### src/design/irba_pkg.sv
// ---------------------------------------------------------------------------
// irba_pkg: shared definitions for the box-average image rescaler
// Field widths, operation and register codes, and the result item type.
// ---------------------------------------------------------------------------
package irba_pkg;

  localparam int COORD_W = 12;
  localparam int STEP_W  = 21;
  localparam int DIM_W   = 10;
  localparam int CHAN_W  = 8;
  localparam int NCHAN   = 3;
  localparam int PIX_W   = NCHAN * CHAN_W;
  localparam int NBANK   = 4;

  localparam int CFG_IDX_W = 2;
  localparam int CFG_DAT_W = STEP_W;

  localparam logic OP_LOAD    = 1'b0;
  localparam logic OP_COMPUTE = 1'b1;

  localparam logic [CFG_IDX_W-1:0] CFG_STEP   = 2'd0;
  localparam logic [CFG_IDX_W-1:0] CFG_WIDTH  = 2'd1;
  localparam logic [CFG_IDX_W-1:0] CFG_HEIGHT = 2'd2;

  localparam logic [STEP_W-1:0] STEP_RESET   = 21'd65536;
  localparam logic [DIM_W-1:0]  WIDTH_RESET  = 10'd512;
  localparam logic [DIM_W-1:0]  HEIGHT_RESET = 10'd512;

  localparam int QDEPTH = 8;
  localparam int QAW    = $clog2(QDEPTH);
  localparam int PEND_W = $clog2(QDEPTH + 1);

  typedef struct packed {
    logic              in_range;
    logic [CHAN_W-1:0] red;
    logic [CHAN_W-1:0] green;
    logic [CHAN_W-1:0] blue;
  } res_t;

endpackage

### src/design/irba_lane.sv
// ---------------------------------------------------------------------------
// irba_lane: one color channel of the 2x2 box average
// Adds the four neighbor samples and keeps the truncated mean in a register.
// ---------------------------------------------------------------------------
module irba_lane (
  input  logic                        clk,
  input  logic [irba_pkg::CHAN_W-1:0] s0,
  input  logic [irba_pkg::CHAN_W-1:0] s1,
  input  logic [irba_pkg::CHAN_W-1:0] s2,
  input  logic [irba_pkg::CHAN_W-1:0] s3,
  output logic [irba_pkg::CHAN_W-1:0] avg_r
);
  import irba_pkg::*;

  logic [CHAN_W+1:0] sum;
  logic [CHAN_W-1:0] avg_nxt;

  always_comb begin
    sum     = (CHAN_W+2)'(s0) + (CHAN_W+2)'(s1) + (CHAN_W+2)'(s2) + (CHAN_W+2)'(s3);
    avg_nxt = sum[CHAN_W+1:2];
  end

  always_ff @(posedge clk) begin
    avg_r <= avg_nxt;
  end

endmodule

### config.mk
export PLATFORM = sky130hd
export DESIGN_NAME = irba_lane
export DESIGN_NICKNAME = d
export VERILOG_FILES = /design/src/design/irba_pkg.sv /design/src/design/irba_lane.sv
export SDC_FILE = /design/constraint.sdc
export NUM_CORES = 1
export LEC_CHECK = 0
export ABC_CLOCK_PERIOD_IN_PS = 3000
export CORE_UTILIZATION = 62
export CTS_CLUSTER_DIAMETER = 40
export DETAILED_ROUTE_END_ITERATION = 10
export DONT_BUFFER_PORTS = 1
export GPL_TIMING_DRIVEN = 0
export PLACE_DENSITY_LB_ADDON = 0.08
export SLEW_MARGIN = 10
export SYNTH_ARGS = -nofsm -noshare
export SYNTH_HDL_FRONTEND = slang
export SYNTH_SLANG_ARGS = --single-unit
export TNS_END_PERCENT = 10
### constraint.sdc
create_clock -name clk -period 3 [get_ports clk]
set_input_delay 0 -clock clk [delete_from_list [all_inputs] [get_ports clk]]
set_output_delay 0 -clock clk [all_outputs]
set_load 0.05 [all_outputs]
After elaboration in Yosys (flattened, before gate mapping)
Cells that the tools add are included.
- register bits after elaboration: 8
- input bits: 33
- logic and storage cells: 4
- add/sub/neg operators: 3
- operators by type and width (operator ; count):
    adder 10 x 8 -> 10 bit ; 1
    adder 9 x 8 -> 10 bit ; 1
    adder 8 x 8 -> 9 bit ; 1

Depth between registers and ports, before layout
- word-level depth: 3
- depth in mapped cells: 11

Least setup slack after synthesis
Ideal clock, no wire load.
- path type: input to register
- start: input s0[1] in the netlist's numbering
- end: register avg_r[5] in the netlist's numbering
- setup time: 126 ps
- data arrival time: 2251 ps
- required time: 2874 ps
- path slack: 622 ps
- stages: 11
- path buffers: 0
- path through: inv_1 > fa_1 > inv_1 > fa_1 > nand2_1 > nor2_1 > fa_1 > a21o_1 > a21oi_1 > a2bb2oi_1 > a22oi_1
- cells in the longest elaborated chain, start to end: 3
- RTL lines (what ; line ; RTL):
    start, declared ; irba_lane.sv:7 ; input logic [irba_pkg::CHAN_W-1:0] s0,
    adder 8 x 8 -> 9 bit ; irba_lane.sv:19 ; sum = (CHAN_W+2)'(s0) + (CHAN_W+2)'(s1) + (CHAN_W+2)'(s2) + (CHAN_W+2)'(s3);
    adder 9 x 8 -> 10 bit ; irba_lane.sv:19 ;
    adder 10 x 8 -> 10 bit ; irba_lane.sv:19 ;
    via sum[7] ; irba_lane.sv:15 ; logic [CHAN_W+1:0] sum;
    end signal, assigned ; irba_lane.sv:24 ; avg_r <= avg_nxt;
    end, declared ; irba_lane.sv:11 ; output logic [irba_pkg::CHAN_W-1:0] avg_r
The timed path passes the listed nets, and every way through them passes these cells.

Worst setup path in the final report
Same ends and word-level chain as after synthesis.

==> metrics <==
run status=complete, no violations; CTS resizes=0; number of synthesized flops with an enable pin=0; CTS H-Tree Depth=1; max reg flops=8; Placed Instance Area=955 um2; DRC errors left=0; Boundary Pins=41; origin of the worst setup path=s0[1]; number of standard-cell rows in the floorplan=13; via count of the first global-routing pass=565; Max Fclk=0.419 GHz; critical-path cell list=inv_1, fa_1, inv_1, fa_1, nand2_1, nor2_1, fa_1, a21o_1, a21oi_1, a2bb2oi_1, a22oi_1; yosys synthesis warning count=0; DR vias/cell=5.02; number of post-CTS setup repair buffers=0; overall die area=1670 um2; largest cells by area after synthesis=sky130_fd_sc_hd__fa_1, sky130_fd_sc_hd__inv_1, sky130_fd_sc_hd__dfxtp_1; CP max FO=3; count of pins over their slew limit=0; share of cells above drive strength 1=3.67%; Post-layout nets=167; Peak supply drop=0.338 mV; Setup crit end kind=flop; area of the core=1350 um2; final wirelength=1.40 mm; signal arrival time at the worst endpoint=2.50 ns; Critical Path Most Common Cell=sky130_fd_sc_hd__fa_1; number of buffers inserted during clock tree synthesis=3; clock tree from TritonCTS=built; final non-filler cell total=124; cell count after placement=121; areal power density over the cells=803 nW/um2; average wire length per cell after detail routing=11.3 um; Main synth FF type=sky130_fd_sc_hd__dfxtp_1; crit path launch type=input pin; DR iter-0 viols=9; worst-case setup margin in the final layout=0.615 ns; leading registers by flop count=avg_r: 8 flops; slowest stage cell on the critical path=sky130_fd_sc_hd__fa_1; Post-CTS Hold Buffers=0; register with the highest flop count=avg_r; slew at the pin closest to its max-slew limit=0.470 ns; Total Negative Setup Slacks=0 ns; post-synthesis instance area=936 um2; Final Cycle Share=79.5%; clock-pin slew on the worst setup and hold paths=0.05 ns; unrepaired setup endpoints after global routing=false; via count=622; Hold Crit Endpoint=avg_r[0]$_DFF_P_; Synth top area share=34.2%; asr flop ratio synth=0%; count of cell types in the netlist=20; fill cell instance count of the final layout=116; number of antenna violations at the first check in global routing=0; setup slack at placement=0.349 ns; final antenna-violating net count=0; net count of the mapped netlist=162; largest area contributor in the synthesized netlist=sky130_fd_sc_hd__fa_1; GRT Residual Overflow=0; Setup CP Type=in -> reg; number of hold violations in the final report=0; delay of the slowest cell on the worst path=0.54 ns; most frequent standard cell in the layout excluding fill and tap cells=sky130_fd_sc_hd__inv_1; Total Routing Usage GR=20.4%; final setup violation count=0; maximum number of pins on one net before global-route repair=6; worst min path class=in -> reg; most frequent cells in the layout=sky130_fd_sc_hd__inv_1, sky130_fd_sc_hd__fa_1, sky130_fd_sc_hd__dfxtp_1, sky130_fd_sc_hd__ha_1, sky130_fd_sc_hd__nor2_1; max-cap violation count=0; count of buffers inserted at the top-level ports=0; area of all placed cells without fillers=977 um2; CTS root buffer=sky130_fd_sc_hd__clkbuf_4; Sequential Area=160 um2; HPWL after DPL=1.31 mm; hold depth=3; Mean Syn Cell Area=8.83 um2; first-pass GRT wire length=2.17 mm; initial core utilization=69.3%; count of clock tree sinks=8; Min-Delay Startpoint=s3[0]; number of optimization iterations in the first detailed-route pass=4; number of antenna cells inserted=0; tightest slew margin relative to the limit=68.6%; Data required, critical path=3.11 ns; die width=40.9 um; vertical die dimension=40.9 um; area overhead of the layout relative to synthesis=4.41%; multi-input gate area in the final layout=603 um2; buffer depth of the longest clock path=2; register bit count reported by yosys=8; gp weighted congestion=0.769; sequential-to-total area share from yosys stat=17.1%; number of standard cells after synthesis=106; min cycle time layout=2.39 ns; Leak Pwr=0.590 nW
area by class of cell:
cell class | count | share of cell area, %
Sequential cell | 8 | 16.4
Clock buffer | 3 | 2.30
Inverter | 46 | 17.7
Tap cell | 15 | 1.92
Multi-Input combinational cell | 52 | 61.7
how the worst max path moves through the flow:
| stage | to | slack, ns | depth (start not counted) |
|---|---|---|---|
| final | avg_r[5]$_DFF_P_ | 0.61 | 11 |
| after global routing | avg_r[5]$_DFF_P_ | 0.49 | 11 |
| after CTS | avg_r[5]$_DFF_P_ | 0.60 | 11 |
| after detailed placement | avg_r[5]$_DFF_P_ | 0.35 | 11 |
| after global placement | avg_r[5]$_DFF_P_ | 0.50 | 11 |
| after floorplan | avg_r[5]$_DFF_P_ | 0.62 | 11 |
cell families (layout without fill, tap and decap cells):
family	after synthesis	count (layout)	synth area share (%)
AOI/OAI and AO/OA	13	13	10.7
xor gates and xnor gates	5	5	4.68
adders and majority gates	23	23	43.6
buffers and inverters	46	49	18.4
DFF	8	8	17.1
and+or+nand+nor	11	11	5.48
power by group:
group          switching [mW]  total (mW)  leakage [nW]  internal, mW
Sequential              0.212       0.378        0.0674         0.166
Clock                  0.0307      0.0760        0.0138        0.0454
Combinational           0.175       0.331         0.509         0.156
layer usage:
metal  part of all wire [%]  routed length (um)  up-vias  GRT usage [%]
li1                       -                   -      308              -
met1                     42                 594      282           22.4
met2                     52                 732       30           37.9
met3                    4.3                  61        2          0.543
met4                    1.1                  16        0           12.5
met5                      0                   0        -              0
synthesized netlist by cell type, drive strengths merged (2+ instances only):
master / number
inv: 46
fa: 16
dfxtp: 8
ha: 7
nor2: 6
xnor2: 4
o21a: 3
a21o: 2
a21oi: 2
nand2: 2
stage by stage:
step                      hold slack [ns]  utilization (%)  total power, mW
after floorplan                     0.317                -            0.649
after global placement              0.347             70.7            0.690
after detailed placement            0.409             70.7            0.711
after CTS                           0.147             72.4            0.792
after global routing                0.199             72.4            0.849
final                               0.132             72.4            0.785
worst max-delay path, delay by kind of cell:
family,cells,cell delay (ns)
adder cells (fa/ha/maj),3,1.41
AO/OA/AOI/OAI,4,0.86
AND/OR/NAND/NOR,2,0.13
buffers and inverters,2,0.09
No activity file was read; power rests on OpenSTA's default activity.
