**config.mk**
```make
export PLATFORM = sky130hd
export DESIGN_NAME = irba_queue
export DESIGN_NICKNAME = d
export VERILOG_FILES = /design/src/design/irba_pkg.sv /design/src/design/irba_queue.sv
export SDC_FILE = /design/constraint.sdc
export NUM_CORES = 1
export LEC_CHECK = 0
export ABC_AREA = 1
export BUFFER_PORTS_ARGS = -buffer_cell sky130_fd_sc_hd__buf_2
export CAP_MARGIN = 15
export CORE_MARGIN = 3
export CORE_UTILIZATION = 55
export DETAILED_ROUTE_END_ITERATION = 8
export PLACE_DENSITY = 0.83
export SYNTH_ARGS = -nofsm -noshare
export SYNTH_HDL_FRONTEND = slang
export SYNTH_SLANG_ARGS = --single-unit
```
**constraint.sdc**
```tcl
create_clock -name clk -period 2.6 [get_ports clk]
set_input_delay 0.26 -clock clk [delete_from_list [all_inputs] [get_ports clk]]
set_output_delay 0.26 -clock clk [all_outputs]
set_load 0.01 [all_outputs]
```
**src/design/irba_pkg.sv**
```systemverilog
// ---------------------------------------------------------------------------
// irba_pkg: shared definitions for the box-average image rescaler
// Field widths, operation and register codes, and the result item type.
// ---------------------------------------------------------------------------
package irba_pkg;

  localparam int COORD_W = 12;
  localparam int STEP_W  = 21;
  localparam int DIM_W   = 10;
  localparam int CHAN_W  = 8;
  localparam int NCHAN   = 3;
  localparam int PIX_W   = NCHAN * CHAN_W;
  localparam int NBANK   = 4;

  localparam int CFG_IDX_W = 2;
  localparam int CFG_DAT_W = STEP_W;

  localparam logic OP_LOAD    = 1'b0;
  localparam logic OP_COMPUTE = 1'b1;

  localparam logic [CFG_IDX_W-1:0] CFG_STEP   = 2'd0;
  localparam logic [CFG_IDX_W-1:0] CFG_WIDTH  = 2'd1;
  localparam logic [CFG_IDX_W-1:0] CFG_HEIGHT = 2'd2;

  localparam logic [STEP_W-1:0] STEP_RESET   = 21'd65536;
  localparam logic [DIM_W-1:0]  WIDTH_RESET  = 10'd512;
  localparam logic [DIM_W-1:0]  HEIGHT_RESET = 10'd512;

  localparam int QDEPTH = 8;
  localparam int QAW    = $clog2(QDEPTH);
  localparam int PEND_W = $clog2(QDEPTH + 1);

  typedef struct packed {
    logic              in_range;
    logic [CHAN_W-1:0] red;
    logic [CHAN_W-1:0] green;
    logic [CHAN_W-1:0] blue;
  } res_t;

endpackage

```
**src/design/irba_queue.sv**
```systemverilog
// ---------------------------------------------------------------------------
// irba_queue: merge of the channel lanes and result item queue
// Joins the lane averages with the range flag and buffers result items.
// ---------------------------------------------------------------------------
module irba_queue (
  input  logic                                   clk,
  input  logic                                   rst_n,
  input  logic                                   push,
  input  logic [irba_pkg::NCHAN-1:0][irba_pkg::CHAN_W-1:0] avg,
  input  logic                                   in_range,
  output logic                                   out_valid,
  input  logic                                   out_stall,
  output irba_pkg::res_t                         out_item
);
  import irba_pkg::*;

  res_t            mem_r [QDEPTH];
  logic [QAW-1:0]  wr_ptr_r, wr_ptr_nxt;
  logic [QAW-1:0]  rd_ptr_r, rd_ptr_nxt;
  logic [PEND_W-1:0] cnt_r, cnt_nxt;
  logic            pop;
  res_t            entry;

  always_comb begin
    entry.in_range = in_range;
    entry.blue     = in_range ? avg[0] : '0;
    entry.green    = in_range ? avg[1] : '0;
    entry.red      = in_range ? avg[2] : '0;
    out_valid      = (cnt_r != '0);
    out_item       = mem_r[rd_ptr_r];
    pop            = out_valid && !out_stall;
    wr_ptr_nxt     = push ? wr_ptr_r + QAW'(1) : wr_ptr_r;
    rd_ptr_nxt     = pop ? rd_ptr_r + QAW'(1) : rd_ptr_r;
    cnt_nxt        = cnt_r + PEND_W'(push) - PEND_W'(pop);
  end

  always_ff @(posedge clk) begin
    if (push) begin
      mem_r[wr_ptr_r] <= entry;
    end
  end

  always_ff @(posedge clk) begin
    if (!rst_n) begin
      wr_ptr_r <= '0;
      rd_ptr_r <= '0;
      cnt_r    <= '0;
    end else begin
      wr_ptr_r <= wr_ptr_nxt;
      rd_ptr_r <= rd_ptr_nxt;
      cnt_r    <= cnt_nxt;
    end
  end

endmodule

```
**Word-level counts from Yosys, hierarchy flattened**

Memories as Yosys holds them, arrays and structs flattened. A register that Yosys moved wholly into a read port is not among the register bits.
Cells that the tools add are included.

- Bits in registers: 10
- Logic and storage cells: 18
- Memories: 1
- Bits in writable memories: 200

Memory list:

| memory | words | bits a word | read ports | clocked after memory_dff | wr ports | RTL line | source |
|---|---|---|---|---|---|---|---|
| mem_r | 8 | 25 | 1 | 1 | 1 | irba_queue.sv:17 | `res_t mem_r [QDEPTH];` |

- Reduce and logical (&&, ||, !) cells: 3
- Multiplexer cells: 7
- Add/sub/neg operators: 4

Operators by type and width:

| operator | count |
|---|---|
| two-way mux 8 bit | 3 |
| adder 3 x 1 -> 3 bit, second input constant | 2 |
| two-way mux 3 bit | 2 |
| adder 4 x 1 -> 4 bit | 1 |
| nonzero test 4 bit | 1 |
| subtractor 4 x 1 -> 4 bit | 1 |
| two-way mux 1 bit | 2 |
| logical AND 1 bit | 1 |
| zero test 1 bit | 1 |

**Longest topological paths before layout**

Gate-level depths: netlist (run 1).

- Depth after elaboration: 4
- Depth in mapped cells: 11
- Depth with buffers taken out: 11

**Worst setup path after synthesis (run 1)**

Ideal clock, no wire load.

- Path kind: flip-flop to flip-flop
- Start point: register wr_ptr_r[0]
- End point: memory mem_r[0][0] (netlist bit) (enable)
- Data arrival time: 1.724 ns
- Period minus slack after synthesis: 2.131 ns
- Path buffers: 0
- Library setup time: 0.407 ns
- Cell stages (with the launch flop): 3
- Path slack: 0.469 ns
- Data required time: 2.193 ns
- Cells stage by stage: dfxtp_1 or2_2 nor2_1

RTL lines:

| element | RTL line | source |
|---|---|---|
| start: declaration | irba_queue.sv:18 | `logic [QAW-1:0] wr_ptr_r, wr_ptr_nxt;` |
| start signal: assignment | irba_queue.sv:49 | `wr_ptr_r <= wr_ptr_nxt;` |
| end: declaration | irba_queue.sv:17 |  |

No word-level cell before the write port.

==> run_results.csv, run 1 <==
group,metric,value,unit
run_status,outcome,"finished clean",
floorplan,start_util,56.8,%
place,hpwl,11.5,mm
cells_and_area,n_fill_cell,1265,
worst_setup_path,crit_arrival,2090,ps
floorplan,core,0.0168,sq mm
synthesis,seq_area_frac_synth,65.8,%
cells_and_area,nNetsFinal,1095,
global_route,use_met3,2.89,%
synthesis,ys_ff_latch,213,
sta,setup_viol_count_final,0,
synthesis,syn_nets,1040,
sta,rsz0062_at_grt,"false",
worst_setup_path,critPathLaunchType,"flop",
pwr,p_seq_share,44.0,%
place,port_buffers,54,
global_route,antenna_found_initial,0,
worst_setup_path,crit_path_max_fanout,37,
global_route,grt_overflow,0,
floorplan,die_w,138,um
synthesis,yosys.area.top_type_share,63.1,%
sta,fin_skew,10.3,ps
place,placed_area,0.0101,sq mm
clock_network,clk_latency,500,ps
cells_and_area,final_cell_mix,"nand2_1, inv_1, edfxtp_1, nand3_1, buf_2",
sta,period_share,90.3,%
clock_network,cts_tree,"built",
synthesis,syn_inst,1004,
clock_network,clk_path_buf_depth,3,
min_path,worst_hold_path_type,"in2reg",
sta,period_minus_slack,2350,ps
clock_network,postCtsResizedCells,0,
sta,worst_pin_slew,675,ps
sta,finalMaxSlewViolations,0,
drt,ant_nets,0,
sta,max_freq,426,MHz
cells_and_area,area_growth,12.5,%
synthesis,synth_cell_types,16,
cells_and_area,drive_gt1_share,10.9,%
floorplan,die_h,138,um
sta,relSlewSlack,55.0,%
pwr,p_leak,5.17,nW
sta,hold_violations,0,
pwr,p_comb_share,23.6,%
place,gp_congestion,0.795,
synthesis,synth_area,0.00953,sq mm
drt,vias,6519,
drt,viasPerCell,5.04,
cells_and_area,final_common_cell,"nand2_1",
pwr,switchingPower,2.67,mW
clock_network,cts_buffers,21,
pwr,powerDensity,834,mW/mm^2
clock_network,cts-hold-fix-buffers,0,
synthesis,synth_area_leaders,"edfxtp_1, nand2_1, inv_1",
drt,first_iter_violations,460,
worst_setup_path,end_kind,"output port",
clock_network,cts_setup_buffers,0,
worst_setup_path,required,2340,ps
pwr,internal_power,6.26,mW
global_route,first_global_vias,6324,
drt,avgRoutedWirePerCell,15.6,um
sta,setup_tns,0,ps
pwr,p_sw_share,29.9,%
synthesis,yosys_warnings,0,
floorplan,rows,47,
pwr,ir_drop,0.648,mV
global_route,use_met2,39.4,%
cells_and_area,finalInstanceArea,0.0107,sq mm
worst_setup_path,critPathKind,"reg2out",
synthesis,synth_top_area_cell,"edfxtp_1",
cells_and_area,antenna_cells,0,
synthesis,avgSynthCellArea,9.49,sq um
drt,drt-pass1-iter-count,5,
floorplan,dieArea,0.0189,sq mm
pwr,power_frac_clock,32.4,%
clock_network,cts_num_sinks,213,
global_route,grt_first_pass_wirelength,31.6,mm
clock_network,htree_levels,1,
floorplan,num_io_pins,55,
global_route,grt_max_degree,101,
clock_network,cts_root_buf,"clkbuf_16",
drt,drc,0,
global_route,top_usage_layer,"met2",
global_route,grt.total_usage,22.0,%
global_route,grtUsageMet1,27.0,%
drt,drt_wl_total,20.2,mm
clock_network,path_clk_slew,60,ps
job,maxCapViolations,0,
## power by group through the flow
| stage | sequential [mW] | combinational [mW] | clock (mW) |
|---|---|---|---|
| after floorplan | 3.98 | 1.49 | 0 |
| after global placement | 4.00 | 2.02 | 0 |
| after detailed placement | 4.00 | 2.10 | 0 |
| after CTS | 3.93 | 2.13 | 2.93 |
| after global routing | 3.94 | 2.39 | 3.08 |
| final | 3.93 | 2.11 | 2.90 |
## metal layers
metal  vias to the layer above  wire [um]  part of all wire (%)
met5                         -          0                     0
met1                      3057       7920                    39
met4                         0        589                   2.9
met3                        51       1090                   5.4
met2                       224      10600                    52
li1                       3187          -                     -
## layout make-up
class / instances / area (sq um) / share of cell area (%)
Sequential cell: 213 / 6270 / 58.5
Inverter: 243 / 912 / 8.51
Clock buffer: 24 / 537 / 5.01
Multi-Input combinational cell: 508 / 2150 / 20.1
Timing Repair Buffer: 72 / 455 / 4.25
Clock inverter: 14 / 118 / 1.10
Tap cell: 220 / 275 / 2.57
## flip-flops by register name, summed over array words and instances, names as in the netlist, named ones only
name,flops
cnt_r,4
mem_r,200
wr_ptr_r,3
rd_ptr_r,3
## cell families (layout without fill, tap and decap cells)
group,Yosys count,in the layout,synth area share (%)
AO/OA/AOI/OAI,12,12,0.631
buffers and inverters,283,353,11.9
flip-flops,213,213,65.8
adder cells (fa/ha/maj),7,7,0.998
AND/OR/NAND/NOR,489,489,20.7
## Yosys cell counts, drive strengths merged
cell,n
a21oi,8
buf,35
clkbuf,5
dfxtp,13
edfxtp,200
fa,1
ha,6
inv,243
nand2,363
nand3,106
nor2,18
o21ai,4
or2,2
## path summary, 6_finish.rpt
check	from	end	slack, ps	cells after the start
setup reg to reg	cnt_r[2]$_SDFF_PN0_	cnt_r[2]$_SDFF_PN0_	570	10
hold reg to reg	rd_ptr_r[1]$_SDFFE_PN0P_	rd_ptr_r[1]$_SDFFE_PN0P_	510	2
hold / removal	rst_n	cnt_r[0]$_SDFF_PN0_	60	3
setup / recovery	flop	out_item[15]	250	8
## stage by stage
step / cells / hold WS [ps] / util [%] / power [mW] / setup slack (ps)
after global routing: 1294 / 75.0 / 63.9 / 9.40 / 133
final: 1294 / 64.9 / 63.9 / 8.93 / 252
after global placement: 1256 / 483 / 60.0 / 6.02 / 656
after CTS: 1294 / 57.2 / 63.9 / 8.98 / 240
after detailed placement: 1256 / 497 / 60.0 / 6.10 / 573
after floorplan: 1004 / 359 / - / 5.48 / 469
## worst max-delay path, stage by stage (launching register included)
cell	delay, ps
dfxtp_2	340
inv_2	410
buf_12	280
nand2_1	110
nand3_1	90
nand2_1	70
nand2_1	80
nand2_1	80
buf_2	140
No activity file was read; power rests on OpenSTA's default activity.
==> run 2: changes to the inputs <==
--- a/config.mk
+++ b/config.mk
@@ -5,7 +5,6 @@
 export SDC_FILE = /design/constraint.sdc
 export NUM_CORES = 1
 export LEC_CHECK = 0
-export ABC_AREA = 1
 export BUFFER_PORTS_ARGS = -buffer_cell sky130_fd_sc_hd__buf_2
 export CAP_MARGIN = 15
 export CORE_MARGIN = 3
==> run 2 against run 1 <==
Net effect: critical path depth shrank 4; sequential cell count unchanged; cell count shrank 48%; cell area down 8.2%; clock skew fell by 4.6 ps; sequential power about the same.
==> run_results.csv, run 2 <==
group,metric,value,unit
pwr,p_seq_share,50.1,%
min_path,worst_hold_path_type,"in2reg",
place,dpl_worst_slack,450,ps
pwr,p_sw_share,23.1,%
worst_setup_path,crit_path_max_fanout,25,
worst_setup_path,end_kind,"output port",
place,gp_congestion,0.715,
sta,period_minus_slack,2450,ps
sta,hold_violations,0,
worst_setup_path,critPathLaunchType,"flop",
place,port_buffers,54,
synthesis,yosys.area.top_type_share,70.5,%
drt,avgRoutedWirePerCell,23.7,um
cells_and_area,largest-register,"mem_r",
synthesis,avgSynthCellArea,21.9,sq um
worst_setup_path,slowest_delay,600,ps
clock_network,cts-hold-fix-buffers,0,
clock_network,cts_root_buf,"clkbuf_16",
cells_and_area,area_growth,15.4,%
worst_setup_path,critPathKind,"reg2out",
worst_setup_path,cp_slowest_cell,"mux4_1",
floorplan,dieArea,0.0170,sq mm
place,placedCellCount,626,
job,maxCapViolations,0,
synthesis,synth_area,0.00852,sq mm
clock_network,clk_path_buf_depth,3,
pwr,internal_power,6.04,mW
sta,whs,127,ps
clock_network,cts_tree,"built",
pwr,ir_drop,0.563,mV
floorplan,num_io_pins,55,
sta,fin_skew,5.66,ps
sta,relSlewSlack,55.6,%
global_route,antenna_found_initial,0,
pwr,p_comb_share,14.7,%
floorplan,start_util,57.3,%
synthesis,yosys_warnings,0,
clock_network,htree_levels,1,
drt,viasPerCell,5.83,
synthesis,synthFlopType,"edfxtp_1",
cells_and_area,antenna_cells,0,
pwr,power_frac_clock,35.2,%
clock_network,cts_buffers,21,
clock_network,path_clk_slew,60,ps
cells_and_area,fin_cells,667,
worst_setup_path,crit_path_cell_trace,"buf_12 -> mux4_1 -> mux2_2 -> buf_2",
sta,period_share,94.3,%
cells_and_area,largest_reg_flops,200,
sta,setup_viol_count_final,0,
synthesis,syn_inst,389,
synthesis,synth_top_area_cell,"edfxtp_1",
pwr,p_leak,3.39,nW
cells_and_area,nNetsFinal,504,
synthesis,seq_area_frac_synth,73.5,%
sta,finalMaxSlewViolations,0,
global_route,grt_overflow,0,
floorplan,rows,44,
synthesis,synth_edf_count,200,
sta,setup_tns,0,ps
synthesis,syn_nets,425,
pwr,switchingPower,1.81,mW
sta,worst_pin_slew,666,ps
cells_and_area,final_common_cell,"edfxtp_1",
synthesis,post-synth-top-count-cell,"edfxtp_1",
global_route,first_global_vias,4337,
worst_setup_path,required,2340,ps
drt,first_iter_violations,296,
synthesis,synth-async-reset-ratio,0,%
sta,max_freq,408,MHz
clock_network,cts_num_sinks,213,
synthesis,synthTopCellsByCount,"edfxtp_1, mux4_1, and2_1, mux2_2, dfxtp_1",
worst_setup_path,crit_arrival,2190,ps
drt,drt-pass1-iter-count,4,
drt,ant_nets,0,
synthesis,ys_ff_latch,213,
floorplan,core,0.0149,sq mm
run_status,outcome,"finished clean",
global_route,grt_first_pass_wirelength,24.8,mm
place,hpwl,9.08,mm
drt,vias,3886,
global_route,grt.total_usage,19.8,%
cells_and_area,drive_gt1_share,29.4,%
sta,finalWorstSetupSlack,148,ps
clock_network,clk_latency,490,ps
floorplan,die_h,130,um
synthesis,synth_cell_types,25,
floorplan,die_w,130,um
drt,drt_wl_total,15.8,mm
sta,rsz0062_at_grt,"false",
cells_and_area,reg_top3,"mem_r (200), cnt_r (4)",
synthesis,synth_area_leaders,"edfxtp_1, mux4_1, mux2_2",
pwr,powerDensity,799,mW/mm^2
drt,drc,0,
cells_and_area,final_cell_mix,"edfxtp_1, buf_2, mux4_1, and2_1, mux2_2",
global_route,grt_max_degree,45,
==> run 2: critical path, delay by kind of cell (launching register included) <==
family,cells,cell delay (ps)
buf+inv,2,370
flops,1,410
mux,2,920
==> run 2: what timing repair did <==
action | 4_1_cts | 5_1_grt
resized for setup | 1 | 0
endpoints found under the setup margin | 15 | 2
hold endpoints to repair | 0 | 0
setup buffers | 0 | 3
==> run 2: layer usage <==
layer / part of all wire (%) / global-route usage [%]
met5: 0 / 0
met4: 1.8 / 6.41
met3: 7.4 / 3.66
met2: 52 / 33.3
met1: 39 / 26.7
==> run 2: cells by family after synthesis <==
kind of cell,after synthesis,share of synthesized area [%]
AO/OA/AOI/OAI,9,0.705
adder cells (fa/ha/maj),7,1.12
flip-flops,213,73.5
multiplexers,79,19.2
buffers and inverters,24,1.59
XOR/XNOR,3,0.308
AND/OR/NAND/NOR,54,3.55
==> run 2: worst paths after layout <==
path         slack [ps]                startpoint                       end  cells past startpoint
max reg2reg         450       cnt_r[2]$_SDFF_PN0_       cnt_r[2]$_SDFF_PN0_                     10
max                 150                      flop               out_item[0]                      4
min                 130                     rst_n       cnt_r[3]$_SDFF_PN0_                      3
min reg2reg         500  rd_ptr_r[1]$_SDFFE_PN0P_  rd_ptr_r[1]$_SDFFE_PN0P_                      2
==> run 2: through the flow <==
stage | power [mW] | area [sq um] | utilization, %
3_3_place_gp | 5.10 | 9160 | 61.6
5_1_grt | 8.17 | 9830 | 66.2
6_report | 7.85 | 9830 | 66.2
2_1_floorplan | 4.78 | 8530 | -
4_1_cts | 7.93 | 9810 | 66.0
3_5_place_dp | 5.16 | 9160 | 61.6
==> run 2: area by class of cell <==
cell class | instances | area, sq um
repair buffers | 74 | 508
well taps | 184 | 230
fillers | 928 | 5030
inverters | 6 | 22.5
multi-input cells | 152 | 2160
clock buffers | 24 | 567
clock inverters | 14 | 77.6
flip-flops and latches | 213 | 6270
==> run 2: power groups by stage <==
stage | Combinational (mW) | Sequential (mW) | Clock, mW
global placement | 1.10 | 4.00 | 0
finish | 1.15 | 3.94 | 2.77
global route | 1.25 | 3.94 | 2.97
CTS | 1.15 | 3.95 | 2.84
floorplan | 0.797 | 3.98 | 0
detailed placement | 1.14 | 4.02 | 0
==> run 3: changes to the inputs <==
--- a/config.mk
+++ b/config.mk
@@ -8,9 +8,9 @@
 export BUFFER_PORTS_ARGS = -buffer_cell sky130_fd_sc_hd__buf_2
 export CAP_MARGIN = 15
 export CORE_MARGIN = 3
-export CORE_UTILIZATION = 55
+export CORE_UTILIZATION = 38
 export DETAILED_ROUTE_END_ITERATION = 8
-export PLACE_DENSITY = 0.83
+export PLACE_DENSITY = 0.64
 export SYNTH_ARGS = -nofsm -noshare
 export SYNTH_HDL_FRONTEND = slang
 export SYNTH_SLANG_ARGS = --single-unit
==> run 3 against run 2 <==
Net effect: die area is 42% higher; register-to-register slack got worse by 80 ps; global-route usage fell by 6.4 points; critical endpoint is now out_item[16]; largest cell class unchanged.
==> run_results.csv, run 3 (synthesis results as in run 2) <==
group,metric,value,unit
run_status,outcome,"finished clean",
pwr,ir_drop,0.665,mV
cells_and_area,nNetsFinal,505,
place,port_buffers,54,
cells_and_area,drive_gt1_share,28.3,%
global_route,grt_max_degree,33,
cells_and_area,largest-register,"mem_r",
global_route,grt_first_pass_wirelength,24.8,mm
sta,hold_violations,0,
worst_setup_path,crit_path_cell_trace,"buf_12 -> mux4_1 -> mux2_2 -> buf_2",
sta,finalMaxSlewViolations,0,
cells_and_area,largest_reg_flops,200,
worst_setup_path,required,2340,ps
worst_setup_path,critPathLaunchType,"flop",
clock_network,cts_tree,"built",
pwr,switchingPower,1.77,mW
clock_network,htree_levels,1,
drt,drt_wl_total,15.8,mm
sta,period_share,93.7,%
global_route,use_met3,2.39,%
pwr,internal_power,6.04,mW
clock_network,clk_latency,490,ps
place,placedCellCount,726,
pwr,p_leak,3.37,nW
pwr,powerDensity,788,mW/mm^2
worst_setup_path,end_kind,"output port",
global_route,grt_overflow,0,
worst_setup_path,slowest_delay,590,ps
sta,fin_skew,5.25,ps
global_route,grt.total_usage,13.4,%
place,gp_congestion,0.697,
drt,avgRoutedWirePerCell,20.8,um
cells_and_area,reg_top3,"mem_r (200), cnt_r (4)",
global_route,use_met2,22.6,%
floorplan,num_io_pins,55,
floorplan,start_util,38.8,%
sta,setup_tns,0,ps
worst_setup_path,critical_path.top_delay_family,"multiplexers",
cells_and_area,area_growth,16.3,%
drt,drc,0,
clock_network,path_clk_slew,60,ps
clock_network,cts_setup_buffers,0,
pwr,power_frac_clock,35.0,%
drt,viasPerCell,5.12,
drt,drt-pass1-iter-count,4,
clock_network,cts_root_buf,"clkbuf_16",
sta,setup_viol_count_final,0,
cells_and_area,antenna_cells,0,
sta,max_freq,411,MHz
sta,relSlewSlack,56.7,%
worst_setup_path,critPathKind,"reg2out",
sta,worst_pin_slew,650,ps
floorplan,die_w,156,um
sta,whs,127,ps
floorplan,dieArea,0.0243,sq mm
drt,first_iter_violations,216,
pwr,p_comb_share,14.6,%
worst_setup_path,crit_arrival,2180,ps
floorplan,rows,54,
drt,vias,3900,
clock_network,cts_buffers,21,
global_route,antenna_found_initial,0,
sta,period_minus_slack,2440,ps
global_route,top_usage_layer,"met2",
floorplan,die_h,156,um
worst_setup_path,crit_buf_inv,2,
sta,finalWorstSetupSlack,164,ps
cells_and_area,final_common_cell,"edfxtp_1",
clock_network,cts_num_sinks,213,
worst_setup_path,regToRegStartpoint,"cnt_r[2]$_SDFF_PN0_",
pwr,p_seq_share,50.4,%
cells_and_area,n_fill_cell,1825,
clock_network,clk_path_buf_depth,3,
min_path,worst_hold_path_type,"in2reg",
worst_setup_path,cp_slowest_cell,"mux4_1",
drt,ant_nets,0,
floorplan,core,0.0220,sq mm
pwr,p_sw_share,22.7,%
global_route,grtUsageMet1,18.3,%
global_route,first_global_vias,4283,
cells_and_area,fin_cells,761,
min_path,worstHoldStart,"rst_n",
place,dpl_worst_slack,416,ps
job,maxCapViolations,0,
place,hpwl,9.37,mm
worst_setup_path,crit_path_max_fanout,22,
cells_and_area,final_cell_mix,"edfxtp_1, buf_2, mux4_1, and2_1, mux2_2",
sta,rsz0062_at_grt,"false",
run 3: changes by cell type in the layout (fill, tap and decap cells not counted):
cell,delta
clkbuf_8,-3
buf_4,+3
clkinv_2,-3
inv_6,-1
clkbuf_1,+4
clkinv_4,-1
bufinv_16,+1
buf_12,-2
run 3: final cells by class:
| class | instances | area [sq um] | share of cell area (%) |
|---|---|---|---|
| inverters | 6 | 22.5 | 0.227 |
| multi-input cells | 152 | 2160 | 21.8 |
| clock buffers | 25 | 541 | 5.46 |
| flip-flops and latches | 213 | 6270 | 63.3 |
| clock inverters | 10 | 75.1 | 0.758 |
| well taps | 280 | 350 | 3.54 |
| repair buffers | 75 | 490 | 4.95 |
run 3: power by group through the flow:
stage               combinational [mW]  sequential [mW]  clock (mW)
detailed placement                1.16             4.01           0
finish                            1.14             3.94        2.73
CTS                               1.17             3.94        2.81
global placement                  1.13             4.00           0
global route                      1.25             3.95        2.97
floorplan                        0.797             3.98           0
run 3: final timing paths:
check | end | slack [ps] | cells past startpoint
worst max-delay path | out_item[16] | 160 | 4
worst max register to register | cnt_r[2]$_SDFF_PN0_ | 370 | 10
worst min register to register | rd_ptr_r[1]$_SDFFE_PN0P_ | 510 | 2
worst min-delay path | flop | 130 | 2
run 3: per-layer routing:
layer | vias to the layer above | part of all wire (%)
li1 | 1784 | -
met1 | 2038 | 44
met2 | 63 | 51
met3 | 15 | 3.4
met4 | 0 | 1.4
met5 | - | 0
run 3: what timing repair did:
action                     in CTS  in global routing
setup endpoints to repair       0                  3
resized for setup               0                  1
hold buffers                    0                  0
run 3: stage by stage:
stage                     area (sq um)  total power, mW  util (%)
final                             9910             7.81      45.1
after detailed placement          9290             5.18      42.3
after CTS                         9900             7.92      45.1
after floorplan                   8530             4.78         -
after global placement            9290             5.13      42.3
after global routing              9910             8.17      45.1
